<file path="config.mk">
export PLATFORM = sky130hd
export DESIGN_NAME = sha1_message_digest
export DESIGN_NICKNAME = d
export VERILOG_FILES = /design/src/sha1md_pkg.sv /design/src/sha1md_front.sv /design/src/sha1md_core.sv /design/src/sha1_message_digest.sv
export SDC_FILE = /design/constraint.sdc
export NUM_CORES = 2
export LEC_CHECK = 0
export BUFFER_PORTS_ARGS = -buffer_cell sky130_fd_sc_hd__buf_2
export CORE_MARGIN = 1
export CORE_UTILIZATION = 62
export DETAILED_ROUTE_END_ITERATION = 6
export GPL_ROUTABILITY_DRIVEN = 0
export PLACE_DENSITY = 0.78
export SKIP_CTS_REPAIR_TIMING = 1
export SYNTH_ARGS = -nofsm -noshare
export SYNTH_HDL_FRONTEND = slang
export SYNTH_SLANG_ARGS = --single-unit
</file>
<file path="constraint.sdc">
create_clock -name clk -period 63.9 [get_ports clk]
set_clock_uncertainty 0.1 [all_clocks]
set_input_delay 19.17 -clock clk [delete_from_list [all_inputs] [get_ports clk]]
set_output_delay 19.17 -clock clk [all_outputs]
set_load 0.02 [all_outputs]
</file>
<file path="src/sha1md_pkg.sv">
package sha1md_pkg;

  typedef enum logic [1:0] {
    REQ_DATA    = 2'd0,
    REQ_FINISH  = 2'd1,
    REQ_RESTART = 2'd2
  } req_kind_t;

  typedef struct packed {
    req_kind_t   kind;
    logic [7:0]  data;
  } req_t;

  localparam logic [31:0] K_0 = 32'h5A827999;
  localparam logic [31:0] K_1 = 32'h6ED9EBA1;
  localparam logic [31:0] K_2 = 32'h8F1BBCDC;
  localparam logic [31:0] K_3 = 32'hCA62C1D6;

  localparam logic [31:0] H_0 = 32'h67452301;
  localparam logic [31:0] H_1 = 32'hEFCDAB89;
  localparam logic [31:0] H_2 = 32'h98BADCFE;
  localparam logic [31:0] H_3 = 32'h10325476;
  localparam logic [31:0] H_4 = 32'hC3D2E1F0;

  localparam logic [7:0] PAD_BYTE    = 8'h80;
  localparam logic [6:0] LAST_ROUND  = 7'd79;
  localparam logic [4:0] LAST_DIGEST = 5'd19;
  localparam logic [5:0] LEN_START   = 6'd56;
  localparam logic [5:0] LAST_POS    = 6'd63;

  function automatic logic [31:0] round_k(input logic [6:0] r);
    if (r < 7'd20)      return K_0;
    else if (r < 7'd40) return K_1;
    else if (r < 7'd60) return K_2;
    else                return K_3;
  endfunction

  function automatic logic [31:0] round_f(input logic [6:0] r, input logic [31:0] b,
                                          input logic [31:0] c, input logic [31:0] d);
    if (r < 7'd20)      return (b & c) | (~b & d);
    else if (r < 7'd40) return b ^ c ^ d;
    else if (r < 7'd60) return (b & c) | (b & d) | (c & d);
    else                return b ^ c ^ d;
  endfunction

endpackage

</file>
<file path="src/sha1md_front.sv">
module sha1md_front (
  input  logic                clk,
  input  logic                rst,
  input  logic                in_valid,
  output logic                in_stall,
  input  logic [1:0]          req_type,
  input  logic [7:0]          data_byte,
  output logic                head_valid,
  output sha1md_pkg::req_t    head,
  input  logic                pop
);

  sha1md_pkg::req_t q [2];
  logic             wr_ptr;
  logic             rd_ptr;
  logic [1:0]       count;
  logic             keep;
  logic             push;
  sha1md_pkg::req_t req;

  always_comb begin
    keep      = 1'b1;
    req.data  = data_byte;
    req.kind  = sha1md_pkg::REQ_DATA;
    unique case (req_type)
      sha1md_pkg::REQ_DATA:    req.kind = sha1md_pkg::REQ_DATA;
      sha1md_pkg::REQ_FINISH:  req.kind = sha1md_pkg::REQ_FINISH;
      sha1md_pkg::REQ_RESTART: req.kind = sha1md_pkg::REQ_RESTART;
      default:                 keep = 1'b0;
    endcase
  end

  assign in_stall   = (count == 2'd2);
  assign push       = in_valid && !in_stall && keep;
  assign head_valid = (count != 2'd0);
  assign head       = q[rd_ptr];

  always_ff @(posedge clk) begin
    if (push) begin
      q[wr_ptr] <= req;
    end
  end

  always_ff @(posedge clk) begin
    if (rst) begin
      wr_ptr <= 1'b0;
      rd_ptr <= 1'b0;
      count  <= 2'd0;
    end else begin
      if (push) begin
        wr_ptr <= ~wr_ptr;
      end
      if (pop) begin
        rd_ptr <= ~rd_ptr;
      end
      count <= count + {1'b0, push} - {1'b0, pop};
    end
  end

endmodule

</file>
<file path="src/sha1md_core.sv">
module sha1md_core (
  input  logic                clk,
  input  logic                rst,
  input  logic                head_valid,
  input  sha1md_pkg::req_t    head,
  output logic                pop,
  output logic                out_valid,
  input  logic                out_stall,
  output logic [7:0]          digest_byte,
  output logic                status,
  output logic                last
);

  typedef enum logic [4:0] {
    S_IDLE  = 5'b00001,
    S_PAD   = 5'b00010,
    S_ROUND = 5'b00100,
    S_FOLD  = 5'b01000,
    S_EMIT  = 5'b10000
  } state_t;

  state_t         state;
  logic [31:0]    chain [5];
  logic [511:0]   window;
  logic [5:0]     pos;
  logic [63:0]    count;
  logic           finished;
  logic           broken;
  logic [31:0]    a, b, c, d, e;
  logic [6:0]     round;
  logic [4:0]     idx;
  logic           pad_active;
  logic           pad_first;
  logic           extra;
  logic           final_blk;

  logic           slot_free;
  logic [63:0]    count_next;
  logic [7:0]     pad_byte;
  logic           extra_eff;
  logic [31:0]    t_next;
  logic [31:0]    w_new;
  logic [31:0]    word;
  logic [7:0]     digest_sel;
  logic [63:0]    len_shift;
  logic [31:0]    word_shift;

  assign slot_free  = !out_valid || !out_stall;
  assign pop        = (state == S_IDLE) && head_valid && slot_free;
  assign count_next = count + 64'd8;
  assign extra_eff  = pad_first ? (pos >= sha1md_pkg::LEN_START) : extra;
  assign len_shift  = count >> {~pos[2:0], 3'b000};

  always_comb begin
    if (pad_first) begin
      pad_byte = sha1md_pkg::PAD_BYTE;
    end else if (pos >= sha1md_pkg::LEN_START && !extra) begin
      pad_byte = len_shift[7:0];
    end else begin
      pad_byte = 8'h00;
    end
  end

  assign t_next = {a[26:0], a[31:27]} + sha1md_pkg::round_f(round, b, c, d) + e
                + window[511:480] + sha1md_pkg::round_k(round);
  assign w_new  = {window[95:64] ^ window[255:224] ^ window[447:416] ^ window[511:480]};

  assign word       = chain[idx[4:2]];
  assign word_shift = word >> {~idx[1:0], 3'b000};
  assign digest_sel = word_shift[7:0];

  always_ff @(posedge clk) begin
    if (rst) begin
      state      <= S_IDLE;
      out_valid  <= 1'b0;
      chain[0]   <= sha1md_pkg::H_0;
      chain[1]   <= sha1md_pkg::H_1;
      chain[2]   <= sha1md_pkg::H_2;
      chain[3]   <= sha1md_pkg::H_3;
      chain[4]   <= sha1md_pkg::H_4;
      pos        <= 6'd0;
      count      <= 64'd0;
      finished   <= 1'b0;
      broken     <= 1'b0;
      pad_active <= 1'b0;
      pad_first  <= 1'b0;
      extra      <= 1'b0;
      final_blk  <= 1'b0;
      round      <= 7'd0;
      idx        <= 5'd0;
    end else begin
      if (out_valid && !out_stall) begin
        out_valid <= 1'b0;
      end
      unique case (state)
        S_IDLE: begin
          if (pop) begin
            case (head.kind)
              sha1md_pkg::REQ_DATA: begin
                out_valid   <= 1'b1;
                digest_byte <= 8'h00;
                last        <= 1'b1;
                if (finished) begin
                  broken <= 1'b1;
                  status <= 1'b1;
                end else if (broken) begin
                  status <= 1'b1;
                end else begin
                  status <= 1'b0;
                  window <= {window[503:0], head.data};
                  pos    <= pos + 6'd1;
                  count  <= count_next;
                  if (count_next == 64'd0) begin
                    broken <= 1'b1;
                  end
                  if (pos == sha1md_pkg::LAST_POS) begin
                    state     <= S_ROUND;
                    round     <= 7'd0;
                    final_blk <= 1'b0;
                    a <= chain[0];
                    b <= chain[1];
                    c <= chain[2];
                    d <= chain[3];
                    e <= chain[4];
                  end
                end
              end
              sha1md_pkg::REQ_FINISH: begin
                if (broken) begin
                  out_valid   <= 1'b1;
                  digest_byte <= 8'h00;
                  status      <= 1'b1;
                  last        <= 1'b1;
                end else if (finished) begin
                  idx   <= 5'd0;
                  state <= S_EMIT;
                end else begin
                  pad_active <= 1'b1;
                  pad_first  <= 1'b1;
                  extra      <= 1'b0;
                  state      <= S_PAD;
                end
              end
              sha1md_pkg::REQ_RESTART: begin
                chain[0] <= sha1md_pkg::H_0;
                chain[1] <= sha1md_pkg::H_1;
                chain[2] <= sha1md_pkg::H_2;
                chain[3] <= sha1md_pkg::H_3;
                chain[4] <= sha1md_pkg::H_4;
                pos      <= 6'd0;
                count    <= 64'd0;
                finished <= 1'b0;
                broken   <= 1'b0;
              end
              default: begin
              end
            endcase
          end
        end
        S_PAD: begin
          window    <= {window[503:0], pad_byte};
          pos       <= pos + 6'd1;
          pad_first <= 1'b0;
          extra     <= extra_eff;
          if (pos == sha1md_pkg::LAST_POS) begin
            state     <= S_ROUND;
            round     <= 7'd0;
            final_blk <= !extra_eff;
            extra     <= 1'b0;
            a <= chain[0];
            b <= chain[1];
            c <= chain[2];
            d <= chain[3];
            e <= chain[4];
          end
        end
        S_ROUND: begin
          a      <= t_next;
          b      <= a;
          c      <= {b[1:0], b[31:2]};
          d      <= c;
          e      <= d;
          window <= {window[479:0], w_new[30:0], w_new[31]};
          round  <= round + 7'd1;
          if (round == sha1md_pkg::LAST_ROUND) begin
            state <= S_FOLD;
          end
        end
        S_FOLD: begin
          chain[0] <= chain[0] + a;
          chain[1] <= chain[1] + b;
          chain[2] <= chain[2] + c;
          chain[3] <= chain[3] + d;
          chain[4] <= chain[4] + e;
          if (final_blk) begin
            finished   <= 1'b1;
            count      <= 64'd0;
            pad_active <= 1'b0;
            final_blk  <= 1'b0;
            idx        <= 5'd0;
            state      <= S_EMIT;
          end else if (pad_active) begin
            state <= S_PAD;
          end else begin
            state <= S_IDLE;
          end
        end
        S_EMIT: begin
          if (slot_free) begin
            out_valid   <= 1'b1;
            digest_byte <= digest_sel;
            status      <= 1'b0;
            last        <= (idx == sha1md_pkg::LAST_DIGEST);
            idx         <= idx + 5'd1;
            if (idx == sha1md_pkg::LAST_DIGEST) begin
              state <= S_IDLE;
            end
          end
        end
        default: state <= S_IDLE;
      endcase
    end
  end

endmodule

</file>
<file path="src/sha1_message_digest.sv">
// SHA-1 over a byte stream. A request is a data byte, a finish or a restart;
// requests pass through a two-entry queue to a sequencer that owns the
// 512-bit message window and the five-word chaining value. A data byte returns
// one status; every 64th byte also starts the compression, 80 rounds at one
// round per cycle followed by a fold of the result into the chaining value,
// during which later requests wait in the queue. A first finish shifts in
// the padding one byte per cycle, runs one or two compressions, then returns
// the 20 digest bytes at one per cycle while the output is not stalled, most
// significant byte first. A repeated finish returns the digest again. Restart
// returns nothing.
module sha1_message_digest (
  input  logic       clk,
  input  logic       rst,
  input  logic       in_valid,
  output logic       in_stall,
  input  logic [1:0] req_type,
  input  logic [7:0] data_byte,
  output logic       out_valid,
  input  logic       out_stall,
  output logic [7:0] digest_byte,
  output logic       status,
  output logic       last
);

  logic             head_valid;
  sha1md_pkg::req_t head;
  logic             pop;

  sha1md_front u_front (
    .clk        (clk),
    .rst        (rst),
    .in_valid   (in_valid),
    .in_stall   (in_stall),
    .req_type   (req_type),
    .data_byte  (data_byte),
    .head_valid (head_valid),
    .head       (head),
    .pop        (pop)
  );

  sha1md_core u_core (
    .clk         (clk),
    .rst         (rst),
    .head_valid  (head_valid),
    .head        (head),
    .pop         (pop),
    .out_valid   (out_valid),
    .out_stall   (out_stall),
    .digest_byte (digest_byte),
    .status      (status),
    .last        (last)
  );

  a_pop_has_head: assert property (@(posedge clk) disable iff (rst) pop |-> head_valid)
    else $error("request taken from empty queue");

  a_refusal_is_last: assert property (@(posedge clk) disable iff (rst)
    out_valid && status |-> last)
    else $error("refusal not marked last");

  a_refusal_zero: assert property (@(posedge clk) disable iff (rst)
    out_valid && status |-> digest_byte == 8'h00)
    else $error("refusal carries nonzero byte");

endmodule

</file>
==> impl_table.tex <==
\begin{tabular}{lr}
\hline
Metric & Value \\
\hline
\multicolumn{2}{l}{\textbf{Status}} \\
\quad Result of the run & complete, no violations \\
\multicolumn{2}{l}{\textbf{STA}} \\
\quad Post-route fraction of the period consumed by the critical path & a little over a third \\
\quad Max-slew headroom & approximately 7.3\% \\
\quad Transition at the pin with the smallest max-transition slack & $\sim$1.4 ns \\
\quad Setup\_tns & 0 ns \\
\quad Final number of hold-violating endpoints & 0 \\
\quad Achievable Freq & 44.09 MHz \\
\quad Final Hold Slack & around 0.40 ns \\
\quad Minimum period implied by the final worst setup slack & $\sim$23 ns \\
\quad Number of pins with negative max-slew slack in the final report & 0 \\
\quad Setup Viol. Count Final & 0 \\
\quad Unrepaired setup endpoints after global routing & false \\
\multicolumn{2}{l}{\textbf{Setup path}} \\
\quad Endpoint required time on the critical path & 64.09 ns \\
\quad R2R depth & 28 \\
\quad Reg2Reg Setup Slack & 55.67 ns \\
\quad Delay of the slowest cell on the worst path & 0.94 ns \\
\quad Terminus of the critical flop-to-flop path & u\_core.a[27] \\
\quad Reg2Reg Launch Point & u\_core.round[5] \\
\quad Cells along the critical path & buf\_2, nand2\_1, o21ai\_0, nor2\_1, and3\_1, a21oi\_1, nor2\_4, buf\_4, buf\_4 \\
\quad Last element of the critical path & u\_core.window[395] \\
\quad Cell with the most instances on the worst path & buf\_4 \\
\quad Worst setup SP type & input port \\
\quad Capturing element type of the critical path & flop \\
\quad Maximum fanout count along the critical path & 86 \\
\quad Worst setup path start & out\_stall \\
\quad Signal arrival time at the worst endpoint & 22.87 ns \\
\quad Slowest-stage cell, CP & buf\_4 \\
\quad Path type of the worst setup path & input port to flop \\
\multicolumn{2}{l}{\textbf{Pwr}} \\
\quad Share of total power consumed by net switching & a little over a quarter \\
\quad Relative contribution of combinational cells to total power & 11.6\% \\
\quad Maximum vdd drop & 0.03081 mV \\
\quad Areal power density over the cells & 25.88 mW/mm\^{}2 \\
\quad Proportion of power drawn by flip-flops and latches & 49.7\% \\
\quad Share of total power in the clock network & 38.7\% \\
\quad Internal Power & 1.150 mW \\
\quad Leakage power summed over all cells & between 20 and 25 nW \\
\quad Psw & 0.4078 mW \\
\multicolumn{2}{l}{\textbf{Clock tree}} \\
\quad Count of H-tree levels built during CTS & 3 \\
\quad CTS Buffer Depth & 3 \\
\quad Clock latency on the worst-skew pair & 0.69 ns \\
\quad Clock Sink Count & between 900 and 1000 \\
\quad Number of buffers inserted during clock tree synthesis & slightly above 100 \\
\quad Clock edge transition at the registers on the reported setup and hold paths & 0.06 ns \\
\quad Clock tree from TritonCTS & built \\
\quad CTS Root Buffer Type & clkbuf\_16 \\
\multicolumn{2}{l}{\textbf{Routing}} \\
\quad Avg WL per Cell & 20.34 um \\
\quad Final Routed Wirelength & 140800 um \\
\quad Final routed DRC violation total & 0 \\
\quad Antenna-violating nets left & 0 \\
\quad Via count & approximately 42000 \\
\quad Vias per Instance & slightly above 6 \\
\quad Detailed-router iteration count before antenna repair & 6 \\
\quad Violation count after the first detailed-routing iteration & about 4700 \\
\multicolumn{2}{l}{\textbf{Floorplan}} \\
\quad Count of pins on the block boundary & 26 \\
\quad Vertical die dimension & 302.5 um \\
\quad Die ar. & 0.09153 sq mm \\
\quad Starting density of the core & 62.98\% \\
\quad Width of the die & just over 300 um \\
\quad \# rows & 109 \\
\quad Core area & 0.08892 sq mm \\
\multicolumn{2}{l}{\textbf{Placed design}} \\
\quad Buffers added on ports & 25 \\
\quad Estimated wirelength of the detail-placed design & 96970 um \\
\multicolumn{2}{l}{\textbf{Final layout}} \\
\quad Reg area & 0.02787 sq mm \\
\quad Antenna diode instance count & 0 \\
\quad Area growth syn-to-layout & 7.471\% \\
\quad Fill cell instance count of the final layout & 6678 \\
\quad Area of combinational cells with multiple inputs & 0.02623 sq mm \\
\quad Layout cells sized above 1 & 5.367\% \\
\quad Fin nets & approximately 6000 \\
\multicolumn{2}{l}{\textbf{Logic synthesis}} \\
\quad Post-synth cell types & 90 \\
\quad Warning count from the yosys run & 0 \\
\quad Synth Register Bits & approximately 960 \\
\quad Most frequently used flop master after synthesis & edfxtp\_1 \\
\quad Share of synthesized area occupied by flip-flops and latches & 49.76\% \\
\quad Area of the mapped netlist & 0.05600 sq mm \\
\quad Avg Inst Size Synth & 9.696 sq um \\
\quad Post-synth EDFFs & 862 \\
\quad Gate count after technology mapping & 5776 \\
\quad Synth Net Count & between 6000 and 7000 \\
\quad Share of async-settable or async-resettable flops after synthesis & 0\% \\
\multicolumn{2}{l}{\textbf{Global route}} \\
\quad Global-route wire length before repair & 219700 um \\
\quad Total GRT Usage & 30.81\% \\
\quad Number of antenna violations at the first check in global routing & 6 \\
\quad Overflow left after global routing & 0 \\
\quad Via count of the first global-routing pass & between 40000 and 50000 \\
\quad Pin count of the biggest net entering global routing & between 200 and 250 \\
\multicolumn{2}{l}{\textbf{Hold path}} \\
\quad Kind of path behind the tightest hold check & flop to flop \\
\multicolumn{2}{l}{\textbf{Flow run}} \\
\quad Max-cap violations & 0 \\
\hline
\end{tabular}
power by group through the flow:
stage	logic (mW)	registers [mW]	clock network [mW]
floorplan	0.133	0.814	0
global placement	0.172	0.785	0
detailed placement	0.178	0.786	0
CTS	0.179	0.774	0.607
global route	0.200	0.778	0.629
finish	0.181	0.775	0.602
cells in the final DEF, fill, tap and decap left out, drive strengths merged, types with 9 or more instances in the layout:
cell    count
a21o       79
buf        59
xor2      104
o32ai      21
a221oi      9
nand2b     35
a211oi     26
edfxtp    862
o21ai     248
o221ai     15
nand4      27
clkinv     41
ha        227
nor3       68
o21a       29
nor2b      57
o31ai      15
dfxtp      99
and2       19
a21oi     206
a311oi     15
nor4       21
clkbuf    137
nand2    2060
nor2      315
o21bai     20
or3        24
a22oi      10
nand3      63
mux2i      34
xnor2     202
fa        124
and3       39
mux4       61
a31oi      30
inv       227
or2         9
stage by stage:
step | instances | worst slack, ns | util [%] | total power [mW] | instance area, sq um
finish | 6922 | 41.22 | 67.69 | 1.558 | 60190
global route | 6922 | 40.98 | 67.69 | 1.607 | 60190
CTS | 6922 | 41.29 | 67.69 | 1.560 | 60190
detailed placement | 6729 | 40.57 | 63.92 | 0.9637 | 56840
global placement | 6729 | 40.67 | 63.92 | 0.9567 | 56840
floorplan | 5776 | 21.44 | - | 0.9467 | 56000
Yosys cell counts, types with 25 or more instances:
master,n,area (sq um)
mux4_2,58,1306
ha_1,227,2840
a21o_1,79,593.1
nor2_1,315,1182
nand2_1,2059,7729
and3_1,35,219.0
a211oi_1,26,195.2
a31oi_1,30,187.7
o21ai_0,247,1236
dfxtp_1,99,1982
a21oi_1,206,1031
o21a_1,29,217.7
nor2b_1,57,356.6
fa_1,124,2482
xor2_1,104,910.9
xnor2_1,202,1769
nand4_1,25,156.4
inv_1,222,833.3
nor3_1,67,335.3
mux2i_1,34,340.3
edfxtp_1,862,25880
nand2b_1,35,219.0
nand3_1,61,305.3
clkbuf_1,238,893.4
layer usage:
layer,vias to the layer above,GRT usage [%],part of all wire (%)
met3,365,6.566,9.8
met1,20341,42.51,40
met4,8,12.77,4.2
met2,1968,47.62,46
met5,-,0,0.040
li1,19630,-,-
state kept, by name, summed over array words and instances, names as in the netlist, 2 cells and up, named ones only:
name                cells
u_front.count           2
u_front.q              20
u_core.c               32
u_core.window         512
u_core.round            7
u_core.d               32
u_core.pos              6
u_core.e               32
u_core.b               32
u_core.state            5
u_core.chain          160
u_core.count           61
u_core.idx              5
u_core.digest_byte      8
u_core.a               32
cell type report:
cell class	count	share of cell area, %
clock buffer	137	4.736
clock inverter	56	0.8232
inverter	223	1.391
multi-input combinational	4321	43.59
sequential	961	46.30
tap	1165	2.422
timing repair buffer	59	0.7401
critical path, delay by kind of cell:
family	cells	cell delay [ns]
buf+inv	3	1.90
simple gates	4	1.36
compound gates	2	0.28
logic make-up (layout without fill, tap and decap cells):
logic type	count (synthesis)	count (layout)	share of synthesized area, %
compound gates	802	802	9.004
xor+xnor	306	306	4.786
fa+ha+maj	351	351	9.504
buf+inv	494	475	3.539
flops	961	961	49.76
mux	97	97	3.121
simple gates	2765	2765	20.29
how the worst min path moves through the flow:
stage                         to               from  slack [ns]  cells after the start
2_1_floorplan  u_core.pad_active  u_core.pad_active        0.36                      2
3_3_place_gp   u_core.pad_active  u_core.pad_active        0.38                      2
3_5_place_dp   u_core.pad_active  u_core.pad_active        0.38                      2
4_1_cts        u_core.pad_active  u_core.pad_active        0.39                      2
5_1_grt           u_front.rd_ptr     u_front.rd_ptr        0.44                      2
6_report       u_core.pad_active  u_core.pad_active        0.40                      2
Power figures use the tool's default switching activity.
